<file path="config.mk">
export PLATFORM = sky130hd
export DESIGN_NAME = epoch_seconds_to_calendar_core
export DESIGN_NICKNAME = d
export VERILOG_FILES = /design/src/design/epc_pkg.sv /design/src/design/epc_alu.sv /design/src/design/epoch_seconds_to_calendar_core.sv
export SDC_FILE = /design/constraint.sdc
export NUM_CORES = 1
export LEC_CHECK = 0
export BUFFER_PORTS_ARGS = -buffer_cell sky130_fd_sc_hd__buf_4
export CAP_MARGIN = 10
export CORE_ASPECT_RATIO = 2
export CORE_MARGIN = 5
export CORE_UTILIZATION = 30
export DETAILED_ROUTE_END_ITERATION = 16
export GPL_ROUTABILITY_DRIVEN = 0
export SKIP_LAST_GASP = 1
export SLEW_MARGIN = 10
export SYNTH_ARGS = -nofsm -noshare
export SYNTH_HDL_FRONTEND = slang
export SYNTH_SLANG_ARGS = --single-unit
</file>
<file path="constraint.sdc">
create_clock -name clk -period 19.5 [get_ports clk]
set_clock_uncertainty 0.2 [all_clocks]
set_input_delay 1.95 -clock clk [delete_from_list [all_inputs] [get_ports clk]]
set_output_delay 1.95 -clock clk [all_outputs]
set_load 0.01 [all_outputs]
</file>
<file path="src/design/epc_pkg.sv">
// shared types, constants and calendar helpers for the epoch to calendar converter
package epc_pkg;

  localparam int unsigned SecW  = 32;
  localparam int unsigned DaysW = 16;
  localparam int unsigned TodW  = 17;
  localparam int unsigned RemW  = 12;
  localparam int unsigned LenW  = 9;
  localparam int unsigned MulW  = 26;

  // quotient = ((x >> pre) * rcp) >> shift, exact over each operand range
  localparam int unsigned DAY_PRE   = 7;
  localparam int unsigned DAY_SHIFT = 35;
  localparam int unsigned WK_SHIFT  = 19;
  localparam int unsigned HR_PRE    = 4;
  localparam int unsigned HR_SHIFT  = 21;
  localparam int unsigned MN_PRE    = 2;
  localparam int unsigned MN_SHIFT  = 14;

  localparam logic [MulW-1:0] DAY_RCP = MulW'(50903317);
  localparam logic [MulW-1:0] WK_RCP  = MulW'(74899);
  localparam logic [MulW-1:0] HR_RCP  = MulW'(9321);
  localparam logic [MulW-1:0] MN_RCP  = MulW'(1093);

  localparam logic [MulW-1:0] SECS_DAY  = MulW'(86400);
  localparam logic [MulW-1:0] SECS_HOUR = MulW'(3600);
  localparam logic [MulW-1:0] SECS_MIN  = MulW'(60);
  localparam logic [MulW-1:0] DAYS_WEEK = MulW'(7);

  localparam logic [7:0] CENTURY_2100 = 8'd100;
  localparam logic [3:0] FEBRUARY     = 4'd2;
  localparam logic [3:0] AUGUST       = 4'd8;
  localparam logic [3:0] DECEMBER     = 4'd12;

  typedef struct packed {
    logic            ge;
    logic [SecW-1:0] diff;
  } alu_res_t;

  // offsets 0..136 from 2000: only 2100 is a non-leap multiple of four
  function automatic logic is_leap(input logic [7:0] yoff);
    return (yoff[1:0] == 2'b00) && (yoff != CENTURY_2100);
  endfunction

  function automatic logic [LenW-1:0] year_len(input logic [7:0] yoff);
    return is_leap(yoff) ? LenW'(366) : LenW'(365);
  endfunction

  function automatic logic [LenW-1:0] month_len(input logic [7:0] yoff, input logic [3:0] m);
    logic [LenW-1:0] len;
    if (m == FEBRUARY) begin
      len = is_leap(yoff) ? LenW'(29) : LenW'(28);
    end else if (m < AUGUST) begin
      len = m[0] ? LenW'(31) : LenW'(30);
    end else begin
      len = m[0] ? LenW'(30) : LenW'(31);
    end
    return len;
  endfunction

endpackage

</file>
<file path="src/design/epc_alu.sv">
// shared compare and subtract unit
module epc_alu (
  input  logic [epc_pkg::SecW-1:0] a,
  input  logic [epc_pkg::SecW-1:0] b,
  output epc_pkg::alu_res_t        res
);
  import epc_pkg::*;

  logic [SecW:0] wide;

  assign wide     = {1'b0, a} - {1'b0, b};
  assign res.ge   = ~wide[SecW];
  assign res.diff = wide[SecW-1:0];

endmodule

</file>
<file path="src/design/epoch_seconds_to_calendar_core.sv">
// top level: sequencer around one shared subtractor turning epoch seconds into calendar fields
//
// usage: present in_epoch_seconds with start while busy is low; that edge is the
// input transfer and busy rises in the next cycle. all work runs through one
// 32-bit compare and subtract unit and one 26 by 26 bit multiplier under a small sequencer:
//   3 steps each for days, days modulo 7, hours and minutes
//   (reciprocal multiply, multiply back, subtract the product)
//   one step per year peeled plus one, up to 137
//   one step per month peeled plus one, up to 12
// the result shows after the year and month loops, whose step counts vary with the input.
// the next item can be taken in the cycle the result is shown; start is ignored while
// busy is high, so a new item is not taken before the last one is through.
// the result appears on the out_ ports for exactly one cycle with out_valid high;
// the receiver cannot stall, and the fields change while the next item is worked on.
// reset (rst_n low at a clock edge) returns the sequencer to idle and drops
// out_valid; no memory needs clearing.
module epoch_seconds_to_calendar_core (
  input  logic                     clk,
  input  logic                     rst_n,
  input  logic                     start,
  output logic                     busy,
  input  logic [epc_pkg::SecW-1:0] in_epoch_seconds,
  output logic                     out_valid,
  output logic [7:0]               out_year_offset,
  output logic [3:0]               out_month,
  output logic [4:0]               out_day_of_month,
  output logic [4:0]               out_hour,
  output logic [5:0]               out_minute,
  output logic [5:0]               out_second,
  output logic [2:0]               out_weekday
);
  import epc_pkg::*;

  localparam logic [3:0] S_IDLE  = 4'd0;
  localparam logic [3:0] S_DAYQ  = 4'd1;
  localparam logic [3:0] S_DAYP  = 4'd2;
  localparam logic [3:0] S_DAYR  = 4'd3;
  localparam logic [3:0] S_WKQ   = 4'd4;
  localparam logic [3:0] S_WKP   = 4'd5;
  localparam logic [3:0] S_WKR   = 4'd6;
  localparam logic [3:0] S_YEAR  = 4'd7;
  localparam logic [3:0] S_MONTH = 4'd8;
  localparam logic [3:0] S_HRQ   = 4'd9;
  localparam logic [3:0] S_HRP   = 4'd10;
  localparam logic [3:0] S_HRR   = 4'd11;
  localparam logic [3:0] S_MNQ   = 4'd12;
  localparam logic [3:0] S_MNP   = 4'd13;
  localparam logic [3:0] S_MNR   = 4'd14;

  logic [3:0]       state_r, state_nxt;
  logic             out_valid_r, out_valid_nxt;
  logic [SecW-1:0]  acc_r, acc_nxt;
  logic [SecW-1:0]  prod_r, prod_nxt;
  logic [DaysW-1:0] quo_r, quo_nxt;
  logic [DaysW-1:0] days_r, days_nxt;
  logic [TodW-1:0]  tod_r, tod_nxt;
  logic [7:0]       year_r, year_nxt;
  logic [3:0]       month_r, month_nxt;
  logic [4:0]       dom_r, dom_nxt;
  logic [4:0]       hour_r, hour_nxt;
  logic [5:0]       minute_r, minute_nxt;
  logic [5:0]       second_r, second_nxt;
  logic [2:0]       wd_r, wd_nxt;

  logic [SecW-1:0]   b_op;
  alu_res_t          alu_res;
  logic [MulW-1:0]   mul_a;
  logic [MulW-1:0]   mul_b;
  logic [2*MulW-1:0] mul_p;

  always_comb begin
    unique case (state_r)
      S_YEAR:  b_op = SecW'(year_len(year_r));
      S_MONTH: b_op = SecW'(month_len(year_r, month_r));
      default: b_op = prod_r;
    endcase
  end

  epc_alu u_alu (
    .a   (acc_r),
    .b   (b_op),
    .res (alu_res)
  );

  always_comb begin
    unique case (state_r)
      S_DAYQ: begin
        mul_a = MulW'(acc_r[SecW-1:DAY_PRE]);
        mul_b = DAY_RCP;
      end
      S_DAYP: begin
        mul_a = MulW'(days_r);
        mul_b = SECS_DAY;
      end
      S_WKQ: begin
        mul_a = MulW'(days_r);
        mul_b = WK_RCP;
      end
      S_WKP: begin
        mul_a = MulW'(quo_r);
        mul_b = DAYS_WEEK;
      end
      S_HRQ: begin
        mul_a = MulW'(acc_r[TodW-1:HR_PRE]);
        mul_b = HR_RCP;
      end
      S_HRP: begin
        mul_a = MulW'(hour_r);
        mul_b = SECS_HOUR;
      end
      S_MNQ: begin
        mul_a = MulW'(acc_r[RemW-1:MN_PRE]);
        mul_b = MN_RCP;
      end
      S_MNP: begin
        mul_a = MulW'(minute_r);
        mul_b = SECS_MIN;
      end
      default: begin
        mul_a = '0;
        mul_b = '0;
      end
    endcase
  end

  assign mul_p = (2*MulW)'(mul_a) * (2*MulW)'(mul_b);

  always_comb begin
    state_nxt     = state_r;
    out_valid_nxt = 1'b0;
    acc_nxt       = acc_r;
    prod_nxt      = prod_r;
    quo_nxt       = quo_r;
    days_nxt      = days_r;
    tod_nxt       = tod_r;
    year_nxt      = year_r;
    month_nxt     = month_r;
    dom_nxt       = dom_r;
    hour_nxt      = hour_r;
    minute_nxt    = minute_r;
    second_nxt    = second_r;
    wd_nxt        = wd_r;
    unique case (state_r)
      S_IDLE: begin
        if (start) begin
          acc_nxt   = in_epoch_seconds;
          state_nxt = S_DAYQ;
        end
      end
      S_DAYQ: begin
        days_nxt  = mul_p[DAY_SHIFT +: DaysW];
        state_nxt = S_DAYP;
      end
      S_DAYP: begin
        prod_nxt  = mul_p[SecW-1:0];
        state_nxt = S_DAYR;
      end
      S_DAYR: begin
        tod_nxt   = alu_res.diff[TodW-1:0];
        acc_nxt   = SecW'(days_r);
        state_nxt = S_WKQ;
      end
      S_WKQ: begin
        quo_nxt   = mul_p[WK_SHIFT +: DaysW];
        state_nxt = S_WKP;
      end
      S_WKP: begin
        prod_nxt  = mul_p[SecW-1:0];
        state_nxt = S_WKR;
      end
      S_WKR: begin
        // day zero was a saturday
        wd_nxt    = (alu_res.diff[2:0] == 3'd0) ? 3'd6 : alu_res.diff[2:0] - 3'd1;
        year_nxt  = '0;
        state_nxt = S_YEAR;
      end
      S_YEAR: begin
        if (alu_res.ge) begin
          acc_nxt  = alu_res.diff;
          year_nxt = year_r + 8'd1;
        end else begin
          month_nxt = 4'd1;
          state_nxt = S_MONTH;
        end
      end
      S_MONTH: begin
        if (alu_res.ge && (month_r != DECEMBER)) begin
          acc_nxt   = alu_res.diff;
          month_nxt = month_r + 4'd1;
        end else begin
          dom_nxt   = acc_r[4:0] + 5'd1;
          acc_nxt   = SecW'(tod_r);
          state_nxt = S_HRQ;
        end
      end
      S_HRQ: begin
        hour_nxt  = mul_p[HR_SHIFT +: 5];
        state_nxt = S_HRP;
      end
      S_HRP: begin
        prod_nxt  = mul_p[SecW-1:0];
        state_nxt = S_HRR;
      end
      S_HRR: begin
        acc_nxt   = alu_res.diff;
        state_nxt = S_MNQ;
      end
      S_MNQ: begin
        minute_nxt = mul_p[MN_SHIFT +: 6];
        state_nxt  = S_MNP;
      end
      S_MNP: begin
        prod_nxt  = mul_p[SecW-1:0];
        state_nxt = S_MNR;
      end
      S_MNR: begin
        second_nxt    = alu_res.diff[5:0];
        out_valid_nxt = 1'b1;
        state_nxt     = S_IDLE;
      end
      default: begin
        state_nxt = S_IDLE;
      end
    endcase
  end

  always_ff @(posedge clk) begin
    if (!rst_n) begin
      state_r     <= S_IDLE;
      out_valid_r <= 1'b0;
    end else begin
      state_r     <= state_nxt;
      out_valid_r <= out_valid_nxt;
    end
  end

  always_ff @(posedge clk) begin
    acc_r    <= acc_nxt;
    prod_r   <= prod_nxt;
    quo_r    <= quo_nxt;
    days_r   <= days_nxt;
    tod_r    <= tod_nxt;
    year_r   <= year_nxt;
    month_r  <= month_nxt;
    dom_r    <= dom_nxt;
    hour_r   <= hour_nxt;
    minute_r <= minute_nxt;
    second_r <= second_nxt;
    wd_r     <= wd_nxt;
  end

  assign busy             = (state_r != S_IDLE);
  assign out_valid        = out_valid_r;
  assign out_year_offset  = year_r;
  assign out_month        = month_r;
  assign out_day_of_month = dom_r;
  assign out_hour         = hour_r;
  assign out_minute       = minute_r;
  assign out_second       = second_r;
  assign out_weekday      = wd_r;

  // a transfer always starts the sequencer
  assert property (@(posedge clk) disable iff (!rst_n) (start && !busy) |=> busy)
    else $error("transfer did not start the sequencer");

  // results never come back to back
  assert property (@(posedge clk) disable iff (!rst_n) out_valid |=> !out_valid)
    else $error("result strobe held for more than one cycle");

  // the month search never leaves the calendar range
  assert property (@(posedge clk) disable iff (!rst_n)
      (state_r == S_MONTH) |-> (month_r >= 4'd1 && month_r <= DECEMBER))
    else $error("month out of range during month search");

  // a finished result carries a legal date
  assert property (@(posedge clk) disable iff (!rst_n)
      out_valid |-> (!busy && out_day_of_month != 5'd0 && out_hour <= 5'd23 &&
                     out_weekday <= 3'd6 && out_year_offset <= 8'd136))
    else $error("result fields out of range");

endmodule
</file>
* Yosys cells after proc, flatten, opt, wreduce, memory -nomap -nowiden
Index checks and enable logic that the tools add are counted. W data, S select, Z words.
Storage, ports and cells: flip-flop bits (word level) 155, bits in latches 0, RAM bits 0, memory bits (read-only) 0, input port bits 35, output and inout bits 39, logic and storage cells 84, memories 0
Cells by class: add/subtract/negate cells 5, multiply operators 1, div/mod/pow operators 0, magnitude comparators 1, eq/ne operators 22, shifts and indexed selects 0, mux-type cells 23, bitwise logic cells 2, reductions and logical operators 16
Operators with widths (count):
- $pmux W26 S8 | 1
- $pmux W25 S7 | 1
- $pmux W32 S5 | 1
- $mux W32 | 3
- $pmux W32 S2 | 1
- $pmux W4 S14 | 1
- $mul A26 B26 Y51 | 1
- $sub A32 B32 Y33 | 1
- $eq A4 B4 Y1 const B | 7
- $mux W4 | 5
- $eq A4 B3 Y1 const B | 4
- $pmux W8 S2 | 1
- $eq A4 B2 Y1 const B | 3
- $reduce_and A3 Y1 | 3
- $add A8 B1 Y8 const B | 1
- $mux W8 | 1
- $ne A2 B2 Y1 const B | 4
- $ne A8 B7 Y1 const B | 1
- $pmux W4 S2 | 1
- $add A5 B1 Y5 const B | 1
- $mux W1 | 5
- $reduce_bool A5 Y1 | 1
- $add A4 B1 Y4 const B | 1
- $eq A4 B1 Y1 const B | 1
- other kinds (15) | 20

* Longest topological paths before layout
depth after elaboration 10, mapped depth 35

* Modules after synthesis
Synthesis repeated with hierarchy kept, for this count alone.
Unflattened totals: cells, all modules 2562, area total of the unflattened synthesis 24703.7 um^2
Modules (own cells, without submodules):
- epoch_seconds_to_calendar_core | times used 1, cells each 2318, area each 23003.3 um^2, seq. area each 4604.4 um^2
- epc_alu | times used 1, cells each 244, area each 1700.4 um^2, seq. area each 0.0 um^2

* Worst setup path after synthesis
OpenSTA, ideal clock, no wires.
path kind register to register, from register state_r[0], to register days_r[9], data pin, library setup time 263 ps, arrival time 9030 ps, slack 10007 ps, cell stages (with the launch flop) 27, path buffers 1, path through dfxtp_1 -> nand2b_1 -> clkbuf_1 -> o21ai_0 -> a21oi_1 -> nor2_1 -> fa_1 -> inv_1 -> fa_1 -> inv_1 -> fa_1 -> ha_1 -> fa_1 -> inv_1 -> fa_1 -> fa_1 -> inv_1 -> ha_1 -> a21oi_1 -> o21ai_0 -> a2111oi_4 -> or4_4 -> a2111oi_4 -> o21ai_1 -> a21oi_1 -> a31oi_1 -> xnor2_1
Between the ends: word-level cells in the longest chain between the ends 4
RTL lines:
- start, declared | line epoch_seconds_to_calendar_core.sv:50 | logic [3:0] state_r, state_nxt;
- start signal, assigned | line epoch_seconds_to_calendar_core.sv:232 | state_r <= state_nxt;
- $eq A4 B3 Y1 / $eq A4 B2 Y1 (equally long branches) | line epoch_seconds_to_calendar_core.sv:86 | unique case (state_r)
- $reduce_or A2 Y1 (no source line)
- $pmux W25 S7 | line epoch_seconds_to_calendar_core.sv:86
- $mul A26 B26 Y51 * | line epoch_seconds_to_calendar_core.sv:126 | assign mul_p = (2*MulW)'(mul_a) * (2*MulW)'(mul_b);
- via mul_p[44] | line epoch_seconds_to_calendar_core.sv:69 | logic [2*MulW-1:0] mul_p;
- end signal, assigned | line epoch_seconds_to_calendar_core.sv:241 | days_r <= days_nxt;
- end, declared | line epoch_seconds_to_calendar_core.sv:55 | logic [DaysW-1:0] days_r, days_nxt;
The timed path passes the listed nets; every way through them passes the cells marked *. A chain may end at the register's enable or synchronous reset.

* Final worst setup path
from register state_r[1], to register days_r[10], data pin
Same word-level chain as after synthesis.

==> results.md <==
* Status: finished, final reports clean
* Average cell area after synthesis at 9.70 sq um
* Number of flops mapped to enable cells by yosys at 150
* Min-delay worst type: flip-flop to flip-flop
* ANT nets after route at 0
* Slew Limit Fails at 0
* Layout cells sized above 1 at under 10%
* CTS root buf: clkbuf_16
* Fin cells at 3755
* Buf/Inv on CP at 7
* Hpwl dp at 73100 microns
* Area grow syn2layout at 11.3%
* Crit path DAT at roughly 11 ns
* 1st-iter DRT viols at 1125
* Synth cell types at 77
* Most frequent cells in the layout: inv_1, fa_1, ha_1
* Placed Cells at roughly 3700
* Hold Fails Final Rpt at 0
* Initial Utilization at 30.2%
* Total number of yosys warnings at 0
* Fin area at ~0.027 sq mm
* Total number of vias at approximately 18000
* Hold_buf cts at 0
* Setup TNS at 0 ns
* Number of global-route vias before repair at approximately 20000
* First-pass GRT wire length at 124000 microns
* Max Cap Violations at 0
* Fillers at approximately 8300
* Critical-path top delay cell: dfxtp_1
* Reg2Reg Depth at 32
* Startpoint types: flip-flop
* GRT Total Usage at between 10% and 20%
* Predominant post-synthesis flop cell: edfxtp_1
* Worst Tran Pin Value at 1.29 ns
* # DRC at 0
* Die area at a little under 0.09 sq mm
* Post-route minimum period at around 11 ns
* Mapped Cells at ~2500
* Largest net degree at the start of global routing at 47
* Final period util at 54.4%
* Clock Latency Late Sink at 0.45 ns
* Levels on crit path at 32
* Post-CTS resize count at 0
* Clk pin slew, worst setup/hold paths at 0.07 ns
* CP peak stage delay at between 0.8 and 0.9 ns
* Seq cells post-synth at 155
* Final WL at roughly 85000 microns
* CTS tree: built
* I/O pin count at between 70 and 80
* Port Buffers at 73
* Crit-path leading delay family: adder cells
* Most frequent cell on the critical path: fa_1
* RSZ-0062 raised after global routing: no
* Asr flop ratio synth at 0%
* F_max at about 94 MHz
* Worst Path Class, Setup: flip-flop to flip-flop
* TritonRoute pass-1 iters at 5
* Worst EP required at 19.48 ns
* Rel. slew slack at 13.9%
* Core area at 0.0813 sq mm
* Postcts setup bufs at 0
* Dpl cell area at approximately 0.027 sq mm
* Seq/Total Area, Yosys at 18.7%
* CTS H-tree lvls at 4
* Rows at ~150
* Initial antenna violation count at 1
* Commonest non-fill, non-tap cell in the layout: inv_1
* Die height at slightly above 400 microns
* Grt ovf at 0
* Maximum clock insertion buffer count at 2
* Crit path capture type: flip-flop
* Final Net Count at 3406
* WHS Path Cells at 2
* Post-Syn Area at 0.0246 sq mm
* # clock sinks at 155
* TritonCTS Buffers at 17
* Final setup violation count at 0
* Setup slack, reg-to-reg at 8.90 ns
* Crit path max fanout at 46
* Die span in x at approximately 210 microns
* Vias per cell at slightly below 5
* Routed length per instance at about 23 microns
==> final timing paths <==
check	to	from
min	acc_r[0]	tod_r[0]
max	days_r[10]	state_r[1]
max reg2reg	days_r[10]	state_r[1]
min reg2reg	acc_r[0]	tod_r[0]
==> tightest hold or removal path, stage by stage (launching register included) <==
cell and delay, ns:
edfxtp_1 0.32, a222oi_1 0.06, o21ai_1 0.07
==> layer usage <==
layer | track usage (%) | vias up | part of all wire, % | routed length [microns]
met4 | 19.5 | 0 | 13 | 11300
met5 | 0 | - | 0 | 0
li1 | - | 8251 | - | -
met3 | 2.51 | 319 | 4.2 | 3510
met2 | 35.6 | 646 | 53 | 45200
met1 | 16.8 | 9232 | 29 | 24500
==> through the flow <==
stage | setup WS [ns] | util, % | hold WS (ns)
2_1_floorplan | 10.01 | - | 0.329
3_3_place_gp | 9.03 | 33.0 | 0.349
3_5_place_dp | 9.04 | 33.0 | 0.347
4_1_cts | 9.02 | 33.6 | 0.366
5_1_grt | 8.60 | 33.6 | 0.397
6_report | 8.90 | 33.6 | 0.369
==> state kept, by name, indices dropped and copies added, names as in the netlist, 3 cells and up <==
signal / flops
out_weekday: 3
acc_r: 32
out_hour: 5
out_second: 6
out_day_of_month: 5
out_year_offset: 8
out_minute: 6
tod_r: 17
prod_r: 32
quo_r: 16
days_r: 16
state_r: 4
out_month: 4
==> final cells by class <==
class	count	area (sq um)	share of cell area, %
clock buffers	18	429	1.57
well taps	1050	1310	4.81
multi-input cells	1788	17800	65.0
inverters	632	2370	8.68
flip-flops and latches	155	4600	16.8
clock inverters	14	110	0.403
repair buffers	97	728	2.66
diodes	1	2.50	0.00915
==> cell families after synthesis <==
family,after synthesis,synth area share (%)
muxes,2,0.0866
other,2,0.0306
xor gates and xnor gates,87,3.10
DFF,155,18.7
buffers and inverters,688,10.6
and+or+nand+nor,542,9.95
AOI/OAI and AO/OA,376,10.6
adders and majority gates,680,46.9
==> cell usage after synthesis, types with 7 or more instances <==
master     instances  area, sq um
a211oi_1           8         60.1
a21o_1            54          405
a21oi_1          113          566
a221oi_1          18          158
a22oi_1            9         67.6
and2_1            41          257
and3_1            12         75.1
clkbuf_1          47          176
edfxtp_1         150         4500
fa_1             401         8030
ha_1             279         3490
inv_1            632         2370
nand2_1          240          901
nand2b_1          16          100
nand3_1           32          160
nand4_1           13         81.3
nor2_1           126          473
nor2b_1            9         56.3
nor3_1            21          105
o211ai_1           8         60.1
o21a_1            14          105
o21ai_0           49          245
o21ai_2            9         78.8
o21bai_1          12         90.1
o22ai_1            7         43.8
o2bb2ai_1         13          114
or2_2              7         43.8
or3_1              9         56.3
xnor2_1           50          438
xor2_1            37          324
Power is left out: the tool's default activity adds up to more than one toggle a clock period on the data nets, which glitch-free logic cannot reach.
